`config.mk`:
```
export PLATFORM = sky130hd
export DESIGN_NAME = cct_shade
export DESIGN_NICKNAME = d
export VERILOG_FILES = /design/src/design/cct_pkg.sv /design/src/design/cct_shade.sv
export SDC_FILE = /design/constraint.sdc
export NUM_CORES = 2
export LEC_CHECK = 0
export BUFFER_PORTS_ARGS = -buffer_cell sky130_fd_sc_hd__buf_2
export CAP_MARGIN = 20
export CORE_MARGIN = 1
export CORE_UTILIZATION = 35
export DETAILED_ROUTE_END_ITERATION = 12
export HOLD_SLACK_MARGIN = 0.06
export PLACE_DENSITY = 0.59
export SLEW_MARGIN = 30
export SYNTH_ARGS = -nofsm -noshare
export SYNTH_HDL_FRONTEND = slang
export SYNTH_SLANG_ARGS = --single-unit
```
`constraint.sdc`:
```
create_clock -name clk -period 10.4 [get_ports clk]
set_input_delay 2.08 -clock clk [delete_from_list [all_inputs] [get_ports clk]]
set_output_delay 2.08 -clock clk [all_outputs]
set_load 0.01 [all_outputs]
```
`src/design/cct_pkg.sv`:
```
// shared types, constants and the arctangent table of the cone checker texture unit
`default_nettype none
package cct_pkg;

  localparam int ANGLE_BITS = 16;
  localparam int DIV_BITS   = 42;
  localparam int CORDIC_STEPS = 31;
  localparam int NUM_CELLS  = DIV_BITS;
  localparam int IDX_W      = $clog2(NUM_CELLS);

  typedef enum logic [2:0] {
    REG_ANGULAR_CELLS = 3'd0,
    REG_HEIGHT_CELLS  = 3'd1,
    REG_HEIGHT_SPAN   = 3'd2,
    REG_RING_WIDTH    = 3'd3,
    REG_SPOKE_WIDTH   = 3'd4,
    REG_EVEN_COLOR    = 3'd5,
    REG_ODD_COLOR     = 3'd6,
    REG_OUTLINE_COLOR = 3'd7
  } cct_reg_t;

  typedef struct packed {
    logic [10:0] angular_cells;
    logic [10:0] height_cells;
    logic [30:0] height_span;
    logic [16:0] ring_line_width;
    logic [16:0] spoke_line_width;
    logic [23:0] even_color;
    logic [23:0] odd_color;
    logic [23:0] outline_color;
  } cct_cfg_t;

  typedef struct packed {
    logic               valid;
    logic               zero;
    logic signed [63:0] c;
    logic signed [63:0] s;
    logic [31:0]        acc;
    logic [DIV_BITS-1:0] dvd;
    logic [30:0]        rem;
    logic               qlsb;
    logic               neg;
  } cct_stage_t;

  // angle of atan(2^-i) in units of 2^-32 turn
  function automatic logic [31:0] turn_angle(input logic [4:0] i);
    logic [31:0] a;
    case (i)
      5'd0:  a = 32'h20000000;
      5'd1:  a = 32'h12E4051E;
      5'd2:  a = 32'h09FB385B;
      5'd3:  a = 32'h051111D4;
      5'd4:  a = 32'h028B0D43;
      5'd5:  a = 32'h0145D7E1;
      5'd6:  a = 32'h00A2F61E;
      5'd7:  a = 32'h00517C55;
      5'd8:  a = 32'h0028BE53;
      5'd9:  a = 32'h00145F2F;
      5'd10: a = 32'h000A2F98;
      5'd11: a = 32'h000517CC;
      5'd12: a = 32'h00028BE6;
      5'd13: a = 32'h000145F3;
      5'd14: a = 32'h0000A2FA;
      5'd15: a = 32'h0000517D;
      5'd16: a = 32'h000028BE;
      5'd17: a = 32'h0000145F;
      5'd18: a = 32'h00000A30;
      5'd19: a = 32'h00000518;
      5'd20: a = 32'h0000028C;
      5'd21: a = 32'h00000146;
      5'd22: a = 32'h000000A3;
      5'd23: a = 32'h00000051;
      5'd24: a = 32'h00000029;
      5'd25: a = 32'h00000014;
      5'd26: a = 32'h0000000A;
      5'd27: a = 32'h00000005;
      5'd28: a = 32'h00000003;
      5'd29: a = 32'h00000001;
      5'd30: a = 32'h00000001;
      default: a = 32'h00000000;
    endcase
    return a;
  endfunction

endpackage
`default_nettype wire

```
`src/design/cct_shade.sv`:
```
// cell indices, border line tests and colour choice, ending in the output register
`default_nettype none
module cct_shade (
  input  wire logic                clk,
  input  wire logic                rst,
  input  wire logic                en,
  input  wire cct_pkg::cct_cfg_t   cfg,
  input  wire logic [30:0]         hh,
  input  wire cct_pkg::cct_stage_t d,
  output logic                     valid,
  output logic [23:0]              color,
  output logic                     line
);

  localparam int AB = cct_pkg::ANGLE_BITS;
  localparam int SW = AB + 18;

  logic [10:0]   na;
  logic [31:0]   acc;
  logic [31:0]   acc_rnd;
  logic [AB-1:0] phi;
  logic [30:0]   r_fix;

  // first stage registers
  logic          p1_valid;
  logic [AB:0]   p1_t;
  logic          p1_qpar;
  logic [30:0]   p1_r;
  logic [47:0]   p1_rwh;

  logic [SW-1:0] fa_s;
  logic [SW-1:0] sw_s;
  logic [48:0]   r_s;
  logic [48:0]   rwh_s;
  logic [48:0]   h_s;
  logic          spoke;
  logic          ring;
  logic          par;
  logic          line_next;
  logic [23:0]   color_next;

  always_comb begin
    na      = (cfg.angular_cells == 11'd0) ? 11'd1 : cfg.angular_cells;
    acc     = d.zero ? 32'd0 : d.acc;
    acc_rnd = acc + (32'd1 << (31 - AB));
    phi     = acc_rnd[31:32-AB];
    // floor division of a negative dividend was done on its complement
    r_fix   = d.neg ? (hh - 31'd1 - d.rem) : d.rem;
  end

  always_ff @(posedge clk) begin
    if (rst) begin
      p1_valid <= 1'b0;
    end else if (en) begin
      p1_valid <= d.valid;
    end
  end

  always_ff @(posedge clk) begin
    if (en) begin
      p1_t    <= (AB+1)'((AB+11)'(phi) * (AB+11)'(na));
      p1_qpar <= d.qlsb ^ d.neg;
      p1_r    <= r_fix;
      p1_rwh  <= 48'(cfg.ring_line_width) * 48'(hh);
    end
  end

  always_comb begin
    fa_s  = SW'(p1_t[AB-1:0]) << 17;
    sw_s  = SW'(cfg.spoke_line_width) << AB;
    spoke = (fa_s < sw_s) || ((fa_s + sw_s) > (SW'(1) << (17 + AB)));
    r_s   = 49'(p1_r) << 17;
    rwh_s = 49'(p1_rwh);
    h_s   = 49'(hh) << 17;
    ring  = (r_s < rwh_s) || ((r_s + rwh_s) > h_s);
    par   = p1_t[AB] ^ p1_qpar;
    line_next = spoke || ring;
    if (line_next) begin
      color_next = cfg.outline_color;
    end else if (par) begin
      color_next = cfg.odd_color;
    end else begin
      color_next = cfg.even_color;
    end
  end

  always_ff @(posedge clk) begin
    if (rst) begin
      valid <= 1'b0;
    end else if (en) begin
      valid <= p1_valid;
    end
  end

  always_ff @(posedge clk) begin
    if (en) begin
      color <= color_next;
      line  <= line_next;
    end
  end

endmodule
`default_nettype wire

```
Yosys cells after proc, flatten, opt, wreduce, memory -nomap -nowiden:

Cells that the tools add are included.

* flip-flop bits (word level): 124
* latch bits: 0
* RAM bits: 0
* memory bits (read-only): 0
* input port bits: 430
* word-level logic and storage cells: 30
* memories kept: 0

* add/sub/neg operators: 5
* multiply operators: 2
* divide/modulo/power cells: 0
* $lt $le $gt $ge: 4
* equal/unequal tests: 0
* shift operators: 0
* muxes and demuxes: 5
* bitwise logic cells: 2
* reductions and logical operators: 4

Operators by type and width (number)
* adder 48 x 48 -> 49 bit: 1
* greater-than comparator 49 x 48 -> 1 bit: 1
* < comparator 48 bit: 1
* multiplier 17 x 31 -> 48 bit: 1
* two-way mux 24 bit: 2
* adder 33 x 33 -> 34 bit: 1
* greater-than comparator 34 bit, second input constant: 1
* < comparator 33 bit: 1
* adder 32 x 16 -> 32 bit, second input constant: 1
* two-way mux 32 bit: 1
* two-way mux 31 bit: 1
* subtractor 31 x 1 -> 31 bit, second input constant: 1
* subtractor 31 bit: 1
* multiplier 16 x 11 -> 17 bit: 1
* zero test 11 bit: 1
* two-way mux 11 bit: 1
* logical OR 1 bit: 3
* XOR 1 bit: 2

Logic depth before layout (Yosys ltp):

* depth in word-level cells: 5
* gate-level depth with buffers: 29

Least setup slack after synthesis:

Ideal clock, no wire load.

* path type: input-to-reg
* from: input hh[11]
* to: register p1_rwh[46], data pin
* library setup time: 258 ps
* data arrival time: 8460 ps
* data required time: 10142 ps
* slack: 1682 ps
* stages: 21
* path buffers: 2
* path through: clkbuf_1 -> clkbuf_1 -> nand2_1 -> fa_1 -> fa_1 -> fa_1 -> inv_1 -> fa_1 -> fa_1 -> fa_1 -> ha_1 -> a21o_1 -> a21o_1 -> a22o_1 -> a211o_1 -> a311o_1 -> a311o_1 -> a211oi_2 -> nor2_1 -> a311o_1 -> xor2_1

* longest elaborated chain between the ends: 1

Ends and longest elaborated chain
* start, declared: line cct_shade.sv:8 `input wire logic [30:0] hh,`
* multiplier 17 x 31 -> 48 bit: line cct_shade.sv:64 `p1_rwh <= 48'(cfg.ring_line_width) * 48'(hh);`
* end signal, assigned: line cct_shade.sv:64
* end, declared: line cct_shade.sv:29 `logic [47:0] p1_rwh;`

Every way passes these cells.
A chain may end at the register's enable or synchronous reset.

Final worst setup path:

* from: input cfg[92] (netlist name)
* to: register p1_rwh[41], data pin

* longest elaborated chain between the ends: 1

Ends and longest elaborated chain
* start, declared: line cct_shade.sv:7 `input wire cct_pkg::cct_cfg_t cfg,`
* multiplier 17 x 31 -> 48 bit: line cct_shade.sv:64

Every way passes these cells.

==> results.sh <==
export IMPL_htreeDepth=4
export IMPL_syn_nets=4841
export IMPL_period_share_pct=90.47
export IMPL_drc=0
export IMPL_num_vias=24225
export IMPL_arrival_ps=9600
export IMPL_grt_pass1_wl_um=132600
export IMPL_ff2ff_path_depth=23
export IMPL_clkTransAtPathRegs_ps=70
export IMPL_ctsHoldBuffers=0
export IMPL_path_cells="buf_2 > nand2_1 > fa_1 > fa_1 > fa_1 > inv_1 > fa_1 > fa_1 > inv_1 > fa_1 > inv_1 > ha_1 > a21o_1 > a21o_1 > a21o_1 > a2111oi_0 > o211ai_1 > a21oi_1 > o211ai_1 > a21oi_1 > o21ai_0 > xor2_1"
export IMPL_swShare_pct=51.52
export IMPL_maxSlewViolCount=0
export IMPL_cp_depth=22
export IMPL_finalHoldViolations=0
export IMPL_end_kind="flop"
export IMPL_min_period_ps=9409
export IMPL_fp_dieH_um=300.6
export IMPL_floorplan_initialDensity_pct=35.32
export IMPL_placed_cells=4844
export IMPL_cpMostUsedCell="fa_1"
export IMPL_dp_hpwl_um=65520
export IMPL_yosys_most_used_dff="edfxtp_1"
export IMPL_cts_tree="built"
export IMPL_holdWs_ps=497.8
export IMPL_viasPerCell=4.969
export IMPL_avgSynthCellArea_sq_um=8.724
export IMPL_synth_compound_area_share_pct=9.760
export IMPL_grt_util_all_layers_pct=18.70
export IMPL_pwr_share_comb_pct=84.9
export IMPL_cts_sinks=124
export IMPL_grt_antenna_before_repair=3
export IMPL_crit_start="cfg[92]"
export IMPL_ys_ff_latch=124
export IMPL_syn_inst=3578
export IMPL_outcome="completed"
export IMPL_power_switching_mw=6.627
export IMPL_overflow=0
export IMPL_max_freq_mhz=106.3
export IMPL_cp_max_fo=31
export IMPL_yosys_area_share_xor_xnor_pct=3.972
export IMPL_first_global_vias=24502
export IMPL_clock_latency_ps=440
export IMPL_die_w_um=300.6
export IMPL_ys_warnings_count=0
export IMPL_syn_area_sq_mm=0.03121
export IMPL_p_per_area_mw_per_mm2=377.7
export IMPL_post_cts_buffers=0
export IMPL_diodes=0
export IMPL_root_buffer="clkbuf_16"
export IMPL_final_layout_size_suffix_gt1_share_pct=8.194
export IMPL_tns_ps=0
export IMPL_drtPass1Iterations=5
export IMPL_crit_required_ps=10590
export IMPL_synth_adder_area_share_pct=45.92
export IMPL_ys_seq_area_share_pct=11.86
export IMPL_tightest_slew_ps=858.5
export IMPL_seqPwrFrac_pct=10.1
export IMPL_cp_slowest_cell="a2111oi_0"
export IMPL_final_cell_mix="inv_1 (768), fa_1 (521), nand2_1 (467)"
export IMPL_crit_family="adder cells"
export IMPL_finalWeightedCongestion=0.8767
export IMPL_clkPwrFrac_pct=5.0
export IMPL_start_kind="input pin"
export IMPL_post_cts_resize_count=0
export IMPL_antenna_left=0
export IMPL_synthMuxAreaShare_pct=1.166
export IMPL_grt_max_degree=71
export IMPL_crit_type="in -> reg"
export IMPL_r2r_start="p1_r[0]$_DFFE_PP_"
export IMPL_relSlewSlack_pct=42.55
export IMPL_p_leak_nw=16.89
export IMPL_hold_depth=2
export IMPL_wirelength_um=82770
export IMPL_synth_cell_type_count=73
export IMPL_final_common_cell="inv_1"
export IMPL_io_pins=456
export IMPL_fp_row_count=109
export IMPL_wl_per_cell_um=16.98
export IMPL_internal_power_mw=6.236
export IMPL_fin_nets=4961
export IMPL_synthArstFlopShare_pct=0
export IMPL_fin_cells=4875
export IMPL_core_area_sq_mm=0.08837
export IMPL_cts_buffers=17
export IMPL_crit_buf_inv=4
export IMPL_vdd_drop_max_v=0.0004825
export IMPL_synth_edf_count=122
export IMPL_synth_simple_gate_area_share_pct=16.19
export IMPL_maxCapViolations=0
export IMPL_clk_path_buf_depth=2
export IMPL_hold_path_class="reg -> reg"
export IMPL_finClkSkew_ps=12.88
export IMPL_port_buffers=228
export IMPL_hold_start="p1_valid$_SDFFE_PP0P_"
export IMPL_die_area_sq_mm=0.09038
export IMPL_rsz0062_at_grt="false"
export IMPL_slowest_delay_ps=740
export IMPL_drt_iter0_markers=1440
export IMPL_setup_viol_count_final=0
export IMPL_synth_top_family_by_area="adder cells"
export IMPL_area_growth_pct=9.111
layer usage:
metal	part of all wire, %	vias up	wire [um]	track usage, %
met5	0.016	-	13	0
met4	1.6	2	1296	3.469
li1	-	11405	-	-
met2	48	572	39610	31.61
met3	5.2	95	4307	2.482
met1	45	12151	37550	25.67
worst register-to-register path: stages (launching register included):
cell and delay, ps:
edfxtp_1 420, ha_1 260, fa_1 400, nor2b_1 170, o21ba_2 190, nor4_1 350
o31a_1 290, nor2_1 80, nor3_1 310, a31oi_1 240, a21oi_1 200, o21bai_1 90
xnor2_1 140, ha_1 200, a21o_1 180, a21o_1 170, a21oi_1 280, o2111ai_1 160
a211oi_1 310, nor3_1 90, nor4_2 250, buf_4 340, and3_2 600, a21oi_1 190
power groups by stage:
| stage | clock [mW] | combinational [mW] | sequential, mW |
|---|---|---|---|
| 2_1_floorplan | 0 | 8.36 | 1.28 |
| 3_3_place_gp | 0 | 10.9 | 1.31 |
| 3_5_place_dp | 0 | 10.9 | 1.32 |
| 4_1_cts | 0.656 | 11.0 | 1.31 |
| 5_1_grt | 0.673 | 12.4 | 1.32 |
| 6_report | 0.640 | 10.9 | 1.30 |
registers in the layout (all words and copies together), names as in the netlist:
signal	count
p1_valid	1
line	1
color	24
p1_rwh	48
p1_r	31
valid	1
p1_t	17
p1_qpar	1
final cells by class:
type | count | area (sq um)
clock buffer | 17 | 425.4
clock inverter | 14 | 185.2
fill | 9076 | 54320
inverter | 769 | 2887
multi-input combinational | 2533 | 24070
sequential | 124 | 3704
tap | 1165 | 1458
timing repair buffer | 253 | 1335
stage by stage:
stage	total power [mW]	worst slack, ps	util (%)	cell area, sq um
final	12.86	991.0	38.54	34060
after global routing	14.40	908.9	38.54	34060
after CTS	12.92	1230	38.52	34040
after detailed placement	12.20	796.8	37.83	33430
after global placement	12.16	773.1	37.83	33430
after floorplan	9.644	1682	-	31210
final timing paths:
kind / to / slack [ps]
worst max-delay path: p1_rwh[41]$_DFFE_PP_ / 990
worst min-delay path: valid$_SDFFE_PP0P_ / 500
worst max register to register: color[17]$_DFFE_PP_ / 4200
worst min register to register: valid$_SDFFE_PP0P_ / 500
synthesized netlist by cell type, drive strengths merged, types with 45 or more instances:
cell	count	area, sq um
inv	769	2887
fa	521	10430
nand2	467	1753
ha	312	3904
and2	262	1639
a21oi	163	815.8
clkbuf	144	540.5
edfxtp	122	3664
nor2	113	424.2
xnor2	94	823.3
o21ai	83	415.4
a21o	68	510.5
xor2	45	394.1
cells by family after synthesis:
| group | Yosys count |
|---|---|
| muxes | 36 |
| buffers and inverters | 921 |
| adders and majority gates | 833 |
| xor gates and xnor gates | 140 |
| DFF | 124 |
| and+or+nand+nor | 1043 |
| AOI/OAI and AO/OA | 481 |
(Power assumes the default switching activity.)
